### config.mk
export PLATFORM = sky130hd
export DESIGN_NAME = pcd_cell
export DESIGN_NICKNAME = d
export VERILOG_FILES = /design/src/design/pcd_pkg.sv /design/src/design/pcd_cell.sv
export SDC_FILE = /design/constraint.sdc
export NUM_CORES = 1
export LEC_CHECK = 0
export BUFFER_PORTS_ARGS = -buffer_cell sky130_fd_sc_hd__buf_4
export CORE_AREA = 4 4 260 262
export DETAILED_ROUTE_END_ITERATION = 12
export DIE_AREA = 0 0 264 266
export GPL_ROUTABILITY_DRIVEN = 0
export HOLD_SLACK_MARGIN = 0.03
export SYNTH_ARGS = -nofsm -noshare
export SYNTH_HDL_FRONTEND = slang
export SYNTH_SLANG_ARGS = --single-unit
export TNS_END_PERCENT = 5
### constraint.sdc
create_clock -name clk -period 6.6 [get_ports clk]
set_input_delay 1.65 -clock clk [delete_from_list [all_inputs] [get_ports clk]]
set_output_delay 1.65 -clock clk [all_outputs]
set_load 0.02 [all_outputs]
### src/design/pcd_pkg.sv
`default_nettype none
// ----------------------------------------------------------------------------
// pcd_pkg: shared types and constants of the per-sender cooldown table
// Key layout, slot width, the token handed down the cell chain, the write-back
// bus, outcome codes, register addresses and the key canonicalization.
// ----------------------------------------------------------------------------
package pcd_pkg;

	// Slot numbers are carried at the width of the largest supported table.
	localparam int SLOT_W = 6;
	localparam int KEY_BYTES = 31;

	typedef logic [SLOT_W-1:0] slot_t;

	// First declared member sits in the high bits: word0 is the low 64 bits.
	typedef struct packed {
		logic [55:0] w3;
		logic [63:0] w2;
		logic [63:0] w1;
		logic [63:0] w0;
	} key_t;

	// Search status that travels from cell to cell.
	typedef struct packed {
		logic  valid;
		logic  found;
		slot_t hit_slot;
		logic  hit_ok;
		logic  avail_found;
		slot_t avail_slot;
	} token_t;

	// Broadcast write of a new sender into one entry.
	typedef struct packed {
		logic         en;
		slot_t        slot;
		key_t         key;
		logic [31:0]  now;
	} wr_bus_t;

	typedef enum logic [1:0] {
		OUT_EXPIRED = 2'd0,
		OUT_COOLING = 2'd1,
		OUT_NEW     = 2'd2,
		OUT_EVICT   = 2'd3
	} outcome_t;

	typedef enum logic [1:0] {
		ST_IDLE,
		ST_SCAN,
		ST_RESULT
	} state_t;

	// Register select bit of paddr (register i at byte address 4*i).
	localparam logic REG_COOLDOWN = 1'b0;
	localparam logic REG_STALE    = 1'b1;

	localparam logic [31:0] COOLDOWN_RESET = 32'd15000;
	localparam logic [31:0] STALE_RESET    = 32'd60000;

	// Zero every byte after the first zero byte of the key.
	function automatic key_t canon_key(input key_t k);
		logic [8*KEY_BYTES-1:0] f;
		logic                   ended;
		f = k;
		ended = 1'b0;
		for (int b = 0; b < KEY_BYTES; b++) begin
			if (ended) begin
				f[8*b +: 8] = 8'h00;
			end else if (f[8*b +: 8] == 8'h00) begin
				ended = 1'b1;
			end
		end
		return key_t'(f);
	endfunction

endpackage : pcd_pkg
`default_nettype wire

### src/design/pcd_cell.sv
`default_nettype none
// ----------------------------------------------------------------------------
// pcd_cell: one table entry of the cooldown chain
// Holds valid, key and last-allowed time; checks the passing token for a key
// hit and for a free or stale entry, and takes write-back writes.
// ----------------------------------------------------------------------------
module pcd_cell #(
	parameter int INDEX = 0
) (
	input  wire              clk,
	input  wire              arst_n,
	input  pcd_pkg::key_t    key,
	input  wire [31:0]       now,
	input  wire [31:0]       cooldown,
	input  wire [31:0]       stale,
	input  pcd_pkg::token_t  tok_i,
	input  pcd_pkg::wr_bus_t wr,
	output pcd_pkg::token_t  tok_o
);
	import pcd_pkg::*;

	logic        valid_q;
	key_t        key_q;
	logic [31:0] last_q;
	token_t      tok_q;

	logic [31:0] elapsed;
	logic        hit;
	logic        ok;
	logic        avail;
	logic        take_avail;
	logic        wr_here;
	token_t      tok_d;

	assign elapsed    = now - last_q;
	assign hit        = tok_i.valid && !tok_i.found && valid_q && (key_q == key);
	assign ok         = elapsed >= cooldown;
	assign avail      = !valid_q || ((now >= last_q) && (elapsed >= stale));
	assign take_avail = tok_i.valid && !tok_i.avail_found && avail;
	assign wr_here    = wr.en && (wr.slot == slot_t'(INDEX));

	always_comb begin
		tok_d = tok_i;
		if (hit) begin
			tok_d.found    = 1'b1;
			tok_d.hit_slot = slot_t'(INDEX);
			tok_d.hit_ok   = ok;
		end
		if (take_avail) begin
			tok_d.avail_found = 1'b1;
			tok_d.avail_slot  = slot_t'(INDEX);
		end
	end

	always_ff @(posedge clk or negedge arst_n) begin
		if (!arst_n) begin
			tok_q   <= '0;
			valid_q <= 1'b0;
		end else begin
			tok_q <= tok_d;
			if (wr_here) begin
				valid_q <= 1'b1;
			end
		end
	end

	always_ff @(posedge clk) begin
		if (wr_here) begin
			key_q  <= wr.key;
			last_q <= wr.now;
		end else if (hit && ok) begin
			last_q <= now;
		end
	end

	assign tok_o = tok_q;

endmodule : pcd_cell
`default_nettype wire
== Yosys cells after proc, flatten, opt, wreduce, memory -nomap -nowiden ==
Index checks and enable logic that the tools add are counted.

* Eq/ne operators: 1
* Add/subtract/negate cells: 1
* Reduce and logical (&&, ||, !) cells: 14
* $lt $le $gt $ge: 3
* Mux-type cells: 4

{| class="wikitable"
|+ Operator list
! kind !! number
|-
| $eq A248 B248 Y1 || 1
|-
| $ge A32 B32 Y1 || 3
|-
| $mux W32 || 2
|-
| $sub A32 B32 Y32 || 1
|-
| $logic_and A1 B1 Y1 || 8
|-
| $mux W8 || 1
|-
| $mux W7 || 1
|-
| $logic_not A6 Y1 || 1
|-
| $logic_not A1 Y1 || 3
|-
| $reduce_bool A2 Y1 || 1
|-
| $logic_or A1 B1 Y1 || 1
|}

* Output and inout port bits: 16
* Input port bits: 649
* Logic and storage cells: 35
* Register bits: 297

== Longest topological paths before layout ==
Gate-level depths: netlist of the first run.

* Depth in word-level cells: 7
* Mapped depth: 20
* Depth with buffers taken out: 20

== Worst setup path after synthesis of the first run ==
No wires, ideal clock.

* Path type: input -> register
* Start point: input port wr[284] (netlist name)
* End point: register key_q[0] (netlist name), enable pin
* Setup time: 0.709 ns
* Required time: 5.891 ns
* Setup slack: -3.215 ns
* Buffers on the path: 1
* Stages: 4
* Arrival time: 9.106 ns
* Cell sequence: nor4b_1 > nand2_1 > clkinv_1 > clkbuf_1

* Cells in the longest elaborated chain, start to end: 2

{| class="wikitable"
|+ Ends and longest elaborated chain
! what !! line !! RTL
|-
| start: declaration || pcd_cell.sv:17 || <nowiki>input pcd_pkg::wr_bus_t wr,</nowiki>
|-
| $logic_not A6 Y1 || pcd_cell.sv:40 || <nowiki>assign wr_here = wr.en && (wr.slot == slot_t'(INDEX));</nowiki>
|-
| $logic_and A1 B1 Y1 || pcd_cell.sv:40 ||
|-
| named net wr_here || pcd_cell.sv:32 || <nowiki>logic wr_here;</nowiki>
|-
| end signal: assignment || pcd_cell.sv:69 || <nowiki>key_q <= wr.key;</nowiki>
|-
| end: declaration || pcd_cell.sv:23 || <nowiki>key_t key_q;</nowiki>
|}

The timed path passes the listed nets, and every way through them passes these cells.
A chain may end at the register's enable or synchronous reset.

== Worst setup path in the final report of the first run ==
* Start point: input port now[0]
* End point: register last_q[12], enable pin

* Cells in the longest elaborated chain, start to end: 4

{| class="wikitable"
|+ Ends and longest elaborated chain
! what !! line !! RTL
|-
| start: declaration || pcd_cell.sv:13 || <nowiki>input wire [31:0] now,</nowiki>
|-
| $sub A32 B32 Y32 || pcd_cell.sv:35 || <nowiki>assign elapsed = now - last_q;</nowiki>
|-
| $ge A32 B32 Y1 || pcd_cell.sv:37 || <nowiki>assign ok = elapsed >= cooldown;</nowiki>
|-
| $logic_and A1 B1 Y1 || pcd_cell.sv:71 || <nowiki>end else if (hit && ok) begin</nowiki>
|-
| $reduce_bool A2 Y1 (no source line) || n/a ||
|-
| end signal: assignment || pcd_cell.sv:70 || <nowiki>last_q <= wr.now;</nowiki>
|-
| end signal: assignment || pcd_cell.sv:72 || <nowiki>last_q <= now;</nowiki>
|-
| end: declaration || pcd_cell.sv:24 || <nowiki>logic [31:0] last_q;</nowiki>
|}

Every way passes these cells.

==> results of run 1 <==
==> worst paths after layout <==
path / from / to / slack, ns / cells after the start
max: now[0] / last_q[12]$_DFFE_PP_ / 0.77 / 20
max in group asynchronous: arst_n / tok_o[7]$_DFF_PN0_ / 5.42 / 1
min reg2reg: valid_q$_DFFE_PN0P_ / valid_q$_DFFE_PN0P_ / 0.64 / 1
max reg2reg: last_q[0]$_DFFE_PP_ / last_q[12]$_DFFE_PP_ / 1.71 / 18
min: valid_q$_DFFE_PN0P_ / valid_q$_DFFE_PN0P_ / 0.64 / 1
min in group asynchronous: arst_n / tok_o[14]$_DFF_PN0_ / 0.96 / 1
==> per-layer routing <==
metal,vias up,GRT usage
met5,-,0
met2,495,0.282
li1,6006,-
met1,5893,0.176
met4,8,0.0541
met3,103,0.0559
==> cells in the final DEF (no fill, tap or decap), types with 15 or more instances in the layout <==
master / count
nand4_1: 49
o21ai_0: 23
nor2_1: 27
a21o_1: 28
nand3_1: 15
buf_4: 666
nor4_1: 42
a21oi_1: 42
clkbuf_16: 40
dfrtp_1: 17
xnor2_1: 117
xor2_1: 136
inv_1: 132
nand2_1: 127
edfxtp_1: 280
ha_1: 96
==> cells in the mapped netlist, drive strengths merged (4+ instances only) <==
library cell / number / area [um^2]
o31ai: 4 / 35.0
inv: 132 / 495
nand2b: 5 / 31.3
or3: 4 / 30.0
o21bai: 6 / 45.0
ha: 96 / 1200
nor2: 28 / 108
nor4: 42 / 263
o22ai: 8 / 50.1
and3: 5 / 31.3
a21o: 29 / 219
o21ai: 26 / 134
and2: 7 / 43.8
o211ai: 5 / 37.5
o2bb2ai: 4 / 35.0
a211oi: 10 / 85.1
xor2: 136 / 1190
xnor2: 117 / 1020
nand4: 49 / 307
a221oi: 8 / 93.8
nand3: 16 / 85.1
a21oi: 42 / 210
nor3: 8 / 40.0
nand2: 127 / 477
dfrtp: 17 / 425
clkbuf: 11 / 63.8
edfxtp: 280 / 8410
nor2b: 12 / 75.1
==> registers in the layout, summed over array words and instances (netlist names) <==
register  count
key_q       248
last_q       32
tok_o        16
valid_q       1
==> layout make-up <==
class / count / area, um^2 / share of cell area
Multi-Input combinational cell: 833 / 6230 / 0.271
Inverter: 133 / 507 / 0.0221
Tap cell: 864 / 1080 / 0.0471
Antenna cell: 8 / 20.0 / 0.000871
Timing Repair Buffer: 669 / 5060 / 0.220
Sequential cell: 297 / 8830 / 0.384
Clock buffer: 49 / 1030 / 0.0450
Clock inverter: 20 / 208 / 0.00904
==> where the power goes <==
part,total [mW],internal (mW),switching (mW)
clock,2.08,1.21,0.878
sequential,2.09,2.08,0.00954
combinational,0.716,0.416,0.301
==> kinds of logic after synthesis <==
group / Yosys count
buf+inv: 147
fa+ha+maj: 97
simple gates: 309
flops: 297
xor+xnor: 253
mux: 1
compound gates: 173
==> per-stage QoR <==
| stage | worst slack [ns] | power (mW) |
|---|---|---|
| after floorplan | 0.617 | 2.42 |
| after global placement | 0.376 | 2.83 |
| after detailed placement | 0.279 | 2.85 |
| after CTS | 0.867 | 4.97 |
| after global routing | 0.508 | 5.13 |
| final | 0.767 | 4.89 |
==> qor_table.md, run 1 <==
| Result | Reported |
|---|---|
| Result of the run | completed |
| DRC violation count after routing | 0 |
| Final hold violation count | 0 |
| Clock Path Buffers | 3 |
| Number of antenna violations at the first check in global routing | 16 |
| Synth Area in Compound Gates | 0.0794 |
| Count of hold-fix buffers inserted at cts | 0 |
| Highest ir drop seen on vdd | 0.203 mV |
| Largest clock skew in the final design | 0.0314 ns |
| Met2 routed wirelength | 29.9 mm |
| Met1 wire length | 21.7 mm |
| DIE AREA | 70,200 um^2 |
| Worst min-delay path category | reg2reg |
| Critical Path AT | 6.12 ns |
| Post-CTS Resized | 0 |
| Worst-case headroom to the max-slew limit | 0.476 |
| Area growth syn-to-layout | 46.9% |
| Global-route wire length before repair | 84.2 mm |
| Max incr delay on CP | 0.42 ns |
| Final-stage net count | 2,719 |
| Cell area after synthesis | 15,600 um^2 |
| Post-CTS clock slew at the launch and capture registers of the worst setup and hold paths | 0.05 ns |
| Clock Sink Count | 297 |
| Drt wl/cell | 20.3 um |
| Buffer and inverter count on the worst path | 4 |
| Number of fill cells | 6,556 |
| Non-filler cells in the finished layout | 2,873 |
| Dominant synthesized flop cell | edfxtp_1 |
| Cells after DPL | 2,796 |
| Buffers inserted by post-CTS timing repair | 0 |
| Placed wire-length estimate after detailed placement | 48.6 mm |
| Total via count in the routed design | 12,500 |
| Fmax | 0.171 GHz |
| Nets in the synthesized netlist | 2,023 |
| Async set-or-reset flop fraction in the synthesized netlist | 0.0572 |
| Worst path slowest cell | fa_1 |
| Remaining antenna violation count | 0 |
| CTS tree | built |
| Final standard cell utilization of the core | 0.351 |
| Sum of negative setup slack | 0 ns |
| Detailed-router iteration count before antenna repair | 5 |
| Vertical extent of the die | 266 um |
| Final setup violating endpoints | 0 |
| X dimension of the die | 264 um |
| GRT Residual Overflow | 0 |
| Type of element capturing the critical path | flip-flop |
| Total wirelength of the detailed-routed design | 58.3 mm |
| Starting Density | 0.239 |
| Root buffer cell | clkbuf_16 |
| Max Transition Viols Final | 0 |
| Hold slack | 0.640 ns |
| Number of design-rule violations left by the first detailed-router iteration | 564 |
| Post-synthesis simple-gate area fraction | 0.0985 |
| Final Instance Area | 23,000 um^2 |
| Path type of the worst setup path | in2reg |
| Fraction of final layout cells sized beyond drive strength 1 | 0.370 |
| I/O pins | 665 |
| Source-to-sink clock delay at the later pin of the worst-skew pair | 0.57 ns |
| Count of state elements after synthesis | 297 |
| Cell area after placement | 21,700 um^2 |
| CP startpoint kind | input port |
| Final Cycle Share | 0.884 |
| Number of synthesis warnings | 0 |
| Main combinational cell family by area after synthesis | XOR/XNOR gates |
| Proportion of synthesized area in mux cells | 0.000720 |
| RSZ-0062 raised after global routing | no |
| Core box area | 65,400 um^2 |
| Sequence of cells on the critical path | buf_4, inv_1, ha_1, inv_1, fa_1, a211oi_1, o21bai_1, a211oi_2, o21ai_2, a211oi_2, xnor2_1, ha_1, a2111oi_0, o21ai_0, a221o_1, a221oi_1, o21ai_0, a31o_1, a21o_1, buf_12 |
| Wire length on met3 | 4.93 mm |
| Rows | 94 |
| Highest net fanout along the worst path | 32 |
| Family of cells with the greatest summed delay on the critical path | compound AO/OA/AOI/OAI gates |
| Mean cell area of the mapped netlist | 12.2 um^2 |
| Vias in the first global route | 13,800 |
| Share of the yosys chip area belonging to registers | 0.565 |
| Power per standard cell area | 213 nW/um^2 |
| Max-Cap Viols | 0 |
| Gate count of the mapped netlist | 1,277 |
| Post-synth cell types | 69 |
| Leak Pwr | 9.87 nW |
| Topmost layer with routed signal wires | met5 |
| Total global-route track usage | 0.158 |
| Required time of the critical path | 6.89 ns |
| Number of buffers added by the clock tree synthesis step | 39 |
| Number of enable flip-flop cells after synthesis | 280 |
| Synthesized-area fraction occupied by xor and xnor cells | 0.142 |
| Adder and majority gate portion of the synthesized area | 0.0781 |
| Count of H-tree levels built during CTS | 2 |
| Final min period | 5.83 ns |
| Average via count per standard cell | 4.35 |
| Pin count of the biggest net entering global routing | 93 |
| Count of buffers inserted at the top-level ports | 664 |
| Worst slew pin tran | 0.778 ns |
Note: power is estimated with default switching activity, not from simulation.
==> run 2: changes to the inputs <==
--- a/config.mk
+++ b/config.mk
@@ -5,10 +5,10 @@
 export SDC_FILE = /design/constraint.sdc
 export NUM_CORES = 1
 export LEC_CHECK = 0
-export BUFFER_PORTS_ARGS = -buffer_cell sky130_fd_sc_hd__buf_4
-export CORE_AREA = 4 4 260 262
+export BUFFER_PORTS_ARGS = -buffer_cell sky130_fd_sc_hd__buf_2
+export CORE_AREA = 2 2 258 260
 export DETAILED_ROUTE_END_ITERATION = 12
-export DIE_AREA = 0 0 264 266
+export DIE_AREA = 0 0 260 262
 export GPL_ROUTABILITY_DRIVEN = 0
 export HOLD_SLACK_MARGIN = 0.03
 export SYNTH_ARGS = -nofsm -noshare
==> constraint.sdc (replaced) <==
create_clock -name clk -period 6.6 [get_ports clk]
set_input_delay 0.33 -clock clk [delete_from_list [all_inputs] [get_ports clk]]
set_output_delay 0.33 -clock clk [all_outputs]
set_load 0.02 [all_outputs]
==> run 2 against run 1 <==
Against the previous run:
- design area is 3.9% higher
- wire length is 1.7% higher
- sequential share of layout area is 1.5 points lower
- global-route usage is 0.68 points higher
- clock skew is 0.0072 ns lower
- combinational power is 4.7% higher
- critical path depth is 2 lower
- via count is 11% higher
- non-clock buffer count is 269 higher
- critical endpoint is now last_q[7]$_DFFE_PP_
- largest power group unchanged
==> qor_table.md, run 2 (synthesis results as in run 1) <==
| Result | Reported | vs previous |
|---|---|---|
| Result of the run | completed |  |
| Clock Sink Count | 297 | unchanged |
| Critical Path AT | 5.19 ns | -0.93 ns |
| Worst min-delay path category | in2reg |  |
| Max Transition Viols Final | 0 | unchanged |
| Leading cell types in the layout, fill and taps excluded | 664 x buf_2, 280 x edfxtp_1, 269 x dlygate4sd3_1, 136 x xor2_1, 132 x inv_1 |  |
| Pin count of the biggest net entering global routing | 122 | +31% |
| Core box area | 65,300 um^2 | -0.18% |
| Final standard cell utilization of the core | 0.366 | +0.0145 |
| Count of H-tree levels built during CTS | 2 | unchanged |
| DRC violation count after routing | 0 | unchanged |
| Number of fill cells | 6,406 | -2.3% |
| Fraction of final layout cells sized beyond drive strength 1 | 0.324 | -0.0464 |
| CP startpoint kind | flip-flop |  |
| Root buffer cell | clkbuf_16 |  |
| Sequence of cells on the critical path | ha_1, inv_1, fa_1, a211oi_1, o21bai_1, a211oi_2, o21ai_2, a211oi_2, xnor2_1, ha_1, a2111oi_0, o21ai_0, a221o_1, a221oi_1, o21ai_0, a31o_1, a21o_1, buf_4 |  |
| Post-CTS Resized | 0 | unchanged |
| Power per standard cell area | 200 nW/um^2 | -6.1% |
| Required time of the critical path | 6.83 ns | -0.06 ns |
| Max-Cap Viols | 0 | unchanged |
| Fmax | 0.202 GHz | +18% |
| Final setup violating endpoints | 0 | unchanged |
| Number of design-rule violations left by the first detailed-router iteration | 699 | +24% |
| Buffer and inverter count on the worst path | 2 | -2 |
| Vertical extent of the die | 262 um | -1.5% |
| Final-stage net count | 2,986 | +9.8% |
| Detailed-router iteration count before antenna repair | 5 | unchanged |
| Number of buffers added by the clock tree synthesis step | 37 | -5.1% |
| X dimension of the die | 260 um | -1.5% |
| Footprint of the multi-input gates | 6230 um^2 | unchanged |
| Number of antenna violations at the first check in global routing | 31 | +15 |
| Max reg flops | 248 | unchanged |
| Global-route wire length before repair | 84.8 mm | +0.66% |
| Final Cycle Share | 0.751 | -0.132 |
| Average via count per standard cell | 4.41 | +1.4% |
| Total wirelength of the detailed-routed design | 59.3 mm | +1.7% |
| I/O pins | 665 | unchanged |
| Leak Pwr | 10.3 nW | +4.7% |
| Remaining antenna violation count | 0 | unchanged |
| Worst-case headroom to the max-slew limit | 0.373 | -0.104 |
| Buffers inserted by post-CTS timing repair | 0 | unchanged |
| Count of hold-fix buffers inserted at cts | 269 | +269 |
| Area growth syn-to-layout | 52.7% |  |
| Starting Density | 0.240 | +0.000431 |
| Source-to-sink clock delay at the later pin of the worst-skew pair | 0.54 ns | -0.03 ns |
| Rows | 94 | unchanged |
| Worst path slowest cell | fa_1 |  |
| Clock Path Buffers | 3 | unchanged |
| Final hold violation count | 0 | unchanged |
| RSZ-0062 raised after global routing | no |  |
| Highest ir drop seen on vdd | 0.230 mV | +13% |
| GRT Residual Overflow | 0 | unchanged |
| Count of buffers inserted at the top-level ports | 664 | unchanged |
| Vias in the first global route | 15,000 | +8.9% |
| Final min period | 4.96 ns | -0.874 ns |
| Drt wl/cell | 18.8 um | -7.3% |
| Highest net fanout along the worst path | 32 | unchanged |
| Sequential cell area in the final layout | 8830 um^2 | unchanged |
| CTS tree | built |  |
| Total global-route track usage | 0.165 | +0.00677 |
| DIE AREA | 68,100 um^2 | -3.0% |
| Family of cells with the greatest summed delay on the critical path | compound AO/OA/AOI/OAI gates |  |
| Placed wire-length estimate after detailed placement | 47.1 mm | -3.2% |
| Max incr delay on CP | 0.42 ns | about the same |
| Post-CTS clock slew at the launch and capture registers of the worst setup and hold paths | 0.06 ns | about the same |
| Total via count in the routed design | 13,900 | +11% |
| Type of element capturing the critical path | flip-flop |  |
| Sum of negative setup slack | 0 ns | unchanged |
| Most frequent standard cell in the layout excluding fill and tap cells | buf_2 |  |
| Path type of the worst setup path | reg2reg |  |
| Worst-case register-to-register setup slack | 1.64 ns | -0.07 ns |
| Register with the most flip-flops | key_q |  |
| Worst slew pin tran | 0.941 ns | +0.163 ns |
| Largest clock skew in the final design | 0.0242 ns | -0.00718 ns |
## run 2: cell types whose count changed in the layout (fill, tap and decap cells not counted)
cell,previous run,this run
buf_2,0,664
buf_4,666,4
dlygate4sd3_1,0,269
diode_2,8,19
clkinv_1,3,8
clkinv_4,4,0
clkinvlp_4,0,4
clkbuf_16,40,37
buf_12,3,1
clkbuf_1,9,7
inv_4,2,0
clkinv_16,1,0
clkinv_8,1,0
## run 2: final timing paths
path	startpoint	to	depth (start not counted)
worst max register to register	last_q[0]$_DFFE_PP_	last_q[7]$_DFFE_PP_	18
min in group asynchronous	arst_n	tok_o[4]$_DFF_PN0_	2
worst min-delay path	wr[14]	last_q[14]$_DFFE_PP_	3
worst min register to register	valid_q$_DFFE_PN0P_	valid_q$_DFFE_PN0P_	1
worst max-delay path	last_q[0]$_DFFE_PP_	last_q[7]$_DFFE_PP_	18
max in group asynchronous	arst_n	tok_o[7]$_DFF_PN0_	2
## run 2: layer usage
metal  share of wire  track usage
met3           0.078       0.0447
met4           0.039       0.0655
met5         0.00078            0
met2            0.51        0.303
met1            0.37        0.179
## run 2: cell type report
cell class,count,area share
multi-input cells,833,0.261
clock inverters,21,0.00681
diodes,19,0.00199
repair buffers,938,0.254
well taps,864,0.0453
flip-flops and latches,297,0.370
clock buffers,44,0.0399
inverters,133,0.0212
## run 2: where the power goes
group | internal [mW] | total (mW) | switching, mW
Combinational | 0.411 | 0.750 | 0.339
Sequential | 2.08 | 2.09 | 0.00988
Clock | 1.11 | 1.93 | 0.822
Total | 3.60 | 4.77 | 1.17
## run 2: tightest hold or removal path, cell delays in order
cell,delay [ns]
buf_2,0.08
nand2_1,0.04
nand2_1,0.05
## run 2: metrics by stage
step	power, mW	area (um^2)	hold WS, ns	setup slack, ns	std cells
2_1_floorplan	2.42	15600	0.0344	1.94	1277
3_3_place_gp	2.72	20000	0.281	1.64	2796
3_5_place_dp	2.74	20000	0.285	1.59	2796
4_1_cts	4.83	23800	0.0333	1.76	3130
5_1_grt	4.97	23900	0.0438	1.37	3143
6_report	4.77	23900	0.0805	1.64	3149
==> run 3: changes to the inputs <==
--- a/config.mk
+++ b/config.mk
@@ -6,9 +6,9 @@
 export NUM_CORES = 1
 export LEC_CHECK = 0
 export BUFFER_PORTS_ARGS = -buffer_cell sky130_fd_sc_hd__buf_2
-export CORE_AREA = 2 2 258 260
+export CORE_AREA = 2 2 257 259
 export DETAILED_ROUTE_END_ITERATION = 12
-export DIE_AREA = 0 0 260 262
+export DIE_AREA = 0 0 259 261
 export GPL_ROUTABILITY_DRIVEN = 0
 export HOLD_SLACK_MARGIN = 0.03
 export SYNTH_ARGS = -nofsm -noshare
==> constraint.sdc (replaced) <==
create_clock -name clk -period 4.4 [get_ports clk]
set_input_delay 0.22 -clock clk [delete_from_list [all_inputs] [get_ports clk]]
set_output_delay 0.22 -clock clk [all_outputs]
set_load 0.02 [all_outputs]
==> run 3 against run 2 <==
Against the previous run:
- the run now ends with setup timing left
- total power is 54% higher
- design area up 5.5%
- register-to-register slack worse by 1.6 ns
- via count rose by 2.4%
- flip-flop and latch count is the same
- cell count up 3.7%
- wire length grew 1.4%
- maximum frequency rose by 13%
- combinational power increased by 69%
- critical endpoint is now last_q[1]$_DFFE_PP_
==> qor_table.md, run 3 (synthesis results as in run 1) <==
| Result | Reported | vs previous |
|---|---|---|
| Result of the run | finished with violations |  |
| Failing checks | setup timing |  |
| Number of fill cells | 6,241 | -2.6% |
| Fmax | 0.227 GHz | +13% |
| Sequence of cells on the critical path | inv_1, ha_2, a211oi_1, o211ai_1, nand3_1, o211ai_1, buf_4, a311oi_4, nor2_1, a221oi_2, xnor2_1, ha_1, nand4_1, nor2_2, a221oi_2, o21ai_1, a31o_1, a21o_1, buf_12 |  |
| Worst path slowest cell | edfxtp_1 |  |
| Area growth syn-to-layout | 61.0% |  |
| Path type of the worst setup path | reg2reg |  |
| X dimension of the die | 259 um | -0.38% |
| Final-stage net count | 3,111 | +4.2% |
| Number of design-rule violations left by the first detailed-router iteration | 623 | -11% |
| Required time of the critical path | 4.68 ns | -2.15 ns |
| Detailed-router iteration count before antenna repair | 5 | unchanged |
| Fraction of final layout cells sized beyond drive strength 1 | 0.350 | +0.0257 |
| Rows | 94 | unchanged |
| Worst-case register-to-register setup slack | -0.003 ns | -1.64 ns |
| Number of buffers added by the clock tree synthesis step | 36 | -2.7% |
| Logic pwr share | 0.174 | +0.017 |
| Power per standard cell area | 291 nW/um^2 | +46% |
| Remaining antenna violation count | 0 | unchanged |
| Vertical extent of the die | 261 um | -0.38% |
| Starting Density | 0.241 | +0.000867 |
| Cells after DPL | 2,854 | +2.1% |
| Highest ir drop seen on vdd | 0.319 mV | +39% |
| Max reg flops | 248 | unchanged |
| Highest net fanout along the worst path | 20 | -38% |
| Net Switching | 1.80 mW | +54% |
| Final min period | 4.40 ns | -0.555 ns |
| Final standard cell utilization of the core | 0.387 | +0.0213 |
| Drt wl/cell | 18.4 um | -2.3% |
| Final Cycle Share | 1.00 | +0.249 |
| Source-to-sink clock delay at the later pin of the worst-skew pair | 0.54 ns | about the same |
| Min-Delay Endpoint | last_q[0]$_DFFE_PP_ |  |
| PnR Total Power | 7.33 mW | +54% |
| Reg2Reg Capture Point | last_q[1]$_DFFE_PP_ |  |
| Final setup violating endpoints | 8 | +8 |
| Startpoint of the lowest-slack hold path | now[0] |  |
| Worst-case headroom to the max-slew limit | 0.386 | +0.0131 |
| Final Instance Area | 25,200 um^2 | +5.5% |
| Max-Cap Viols | 0 | unchanged |
| Average via count per standard cell | 4.36 | -1.3% |
| Met2 Track Usage GR | 0.321 | +0.0173 |
| Total wirelength of the detailed-routed design | 60.1 mm | +1.4% |
| Max Transition Viols Final | 0 | unchanged |
| Most frequent standard cell in the layout excluding fill and tap cells | buf_2 |  |
| Reg2reg start | last_q[12]$_DFFE_PP_ |  |
| Placement-stage worst setup slack | -0.485 ns | -2.07 ns |
| Final worst slack | -0.00327 ns | -1.64 ns |
| I/O pins | 665 | unchanged |
| Non-filler cells in the finished layout | 3,267 | +3.7% |
| Post-CTS clock slew at the launch and capture registers of the worst setup and hold paths | 0.06 ns | about the same |
| Most crowded layer after global routing | met2 |  |
| Worst slew pin tran | 0.922 ns | -0.0197 ns |
| Largest clock skew in the final design | 0.0234 ns | -0.000760 ns |
| Cell count of the worst hold path | 3 | unchanged |
| Sequential power share | 0.428 | -0.010 |
| DRC violation count after routing | 0 | unchanged |
| Core box area | 65,000 um^2 | -0.36% |
| Clock Path Buffers | 3 | unchanged |
| Total global-route track usage | 0.168 | +0.00354 |
| Type of element capturing the critical path | flip-flop |  |
| Pin count of the biggest net entering global routing | 109 | -11% |
| GRT Residual Overflow | 0 | unchanged |
| Cell area after placement | 20,500 um^2 | +2.4% |
| Cell Int Power | 5.54 mW | +54% |
| DIE AREA | 67,600 um^2 | -0.76% |
| Count of H-tree levels built during CTS | 2 | unchanged |
| Clock Sink Count | 297 | unchanged |
| Global-route wire length before repair | 86.7 mm | +2.3% |
| Vias in the first global route | 15,600 | +4.0% |
| Global-route track usage on met1 | 0.181 | +0.00167 |
| Max incr delay on CP | 0.37 ns | -0.05 ns |
| Number of cells on the worst reg-to-reg path | 19 | +1 |
| Placed wire-length estimate after detailed placement | 46.7 mm | -0.85% |
| Critical Path AT | 4.68 ns | -0.51 ns |
| Worst min-delay path category | in2reg |  |
| Root buffer cell | clkbuf_16 |  |
| Sum of negative setup slack | -0.0177 ns | -0.0177 ns |
| Leading cell types in the layout, fill and taps excluded | 664 x buf_2, 327 x dlygate4sd3_1, 280 x edfxtp_1, 136 x xor2_1, 131 x inv_1 |  |
| Met3 track utilization from global routing | 0.0407 | -0.00401 |
| Final hold violation count | 0 | unchanged |
| Total via count in the routed design | 14,200 | +2.4% |
| Clock group share of total power | 0.399 | -0.006 |
| Leak Pwr | 11.0 nW | +6.1% |
| Count of buffers inserted at the top-level ports | 664 | unchanged |
| CP startpoint kind | flip-flop |  |
| CTS tree | built |  |
| RSZ-0062 raised after global routing | yes |  |
| Switching fraction of total power | 0.245 | about the same |
| Number of antenna violations at the first check in global routing | 23 | -26% |
| Register with the most flip-flops | key_q |  |
| Hold slack | 0.0984 ns | +0.0179 ns |
-- run 3: area by class of cell --
class                   count  area [um^2]  area share
clock buffers              43          927      0.0368
inverters                 133          507      0.0201
diodes                     12         30.0     0.00119
multi-input cells         833         6400       0.254
repair buffers           1064         7200       0.286
flip-flops and latches    297         8830       0.351
well taps                 864         1080      0.0429
clock inverters            21          199     0.00790
-- run 3: repair_timing --
action / 4_1_cts / 5_1_grt
gates resized for setup: 17 / 29
setup buffers: 7 / 3
hold endpoints to repair: 313 / 0
endpoints found under the setup margin: 40 / 40
hold buffers: 327 / 0
pin swaps: 8 / 15
-- run 3: critical path, delay by kind of cell, from the launching register on --
kind	cells	cell delay, ns
buf+inv	3	0.43
compound gates	9	1.99
simple gates	4	0.50
flops	1	0.37
xor+xnor	1	0.23
fa+ha+maj	2	0.61
-- run 3: layer usage --
metal,vias up,wire length [um]
met4,10,1950
met1,6735,22300
li1,6797,-
met3,125,3980
met2,572,31800
met5,-,57
-- run 3: how the worst max path moves through the flow --
| stage | start | endpoint | depth (start not counted) | slack [ns] |
|---|---|---|---|---|
| final | last_q[12]$_DFFE_PP_ | last_q[1]$_DFFE_PP_ | 19 | -0.003 |
| after detailed placement | last_q[1]$_DFFE_PP_ | tok_o[5]$_DFF_PN0_ | 20 | -0.48 |
| after CTS | last_q[0]$_DFFE_PP_ | last_q[26]$_DFFE_PP_ | 19 | 0.01 |
| after global placement | now[0] | last_q[25]$_DFFE_PP_ | 21 | -0.20 |
| after global routing | last_q[0]$_DFFE_PP_ | last_q[2]$_DFFE_PP_ | 20 | -0.16 |
| after floorplan | last_q[0]$_DFFE_PP_ | last_q[0]$_DFFE_PP_ | 17 | 0.10 |
-- run 3: power by group through the flow --
| stage | combinational [mW] | sequential, mW | clock [mW] |
|---|---|---|---|
| global placement | 0.944 | 3.19 | 0 |
| finish | 1.27 | 3.14 | 2.92 |
| CTS | 1.24 | 3.14 | 3.03 |
| floorplan | 0.430 | 3.20 | 0 |
| detailed placement | 0.971 | 3.19 | 0 |
| global route | 1.39 | 3.14 | 3.11 |
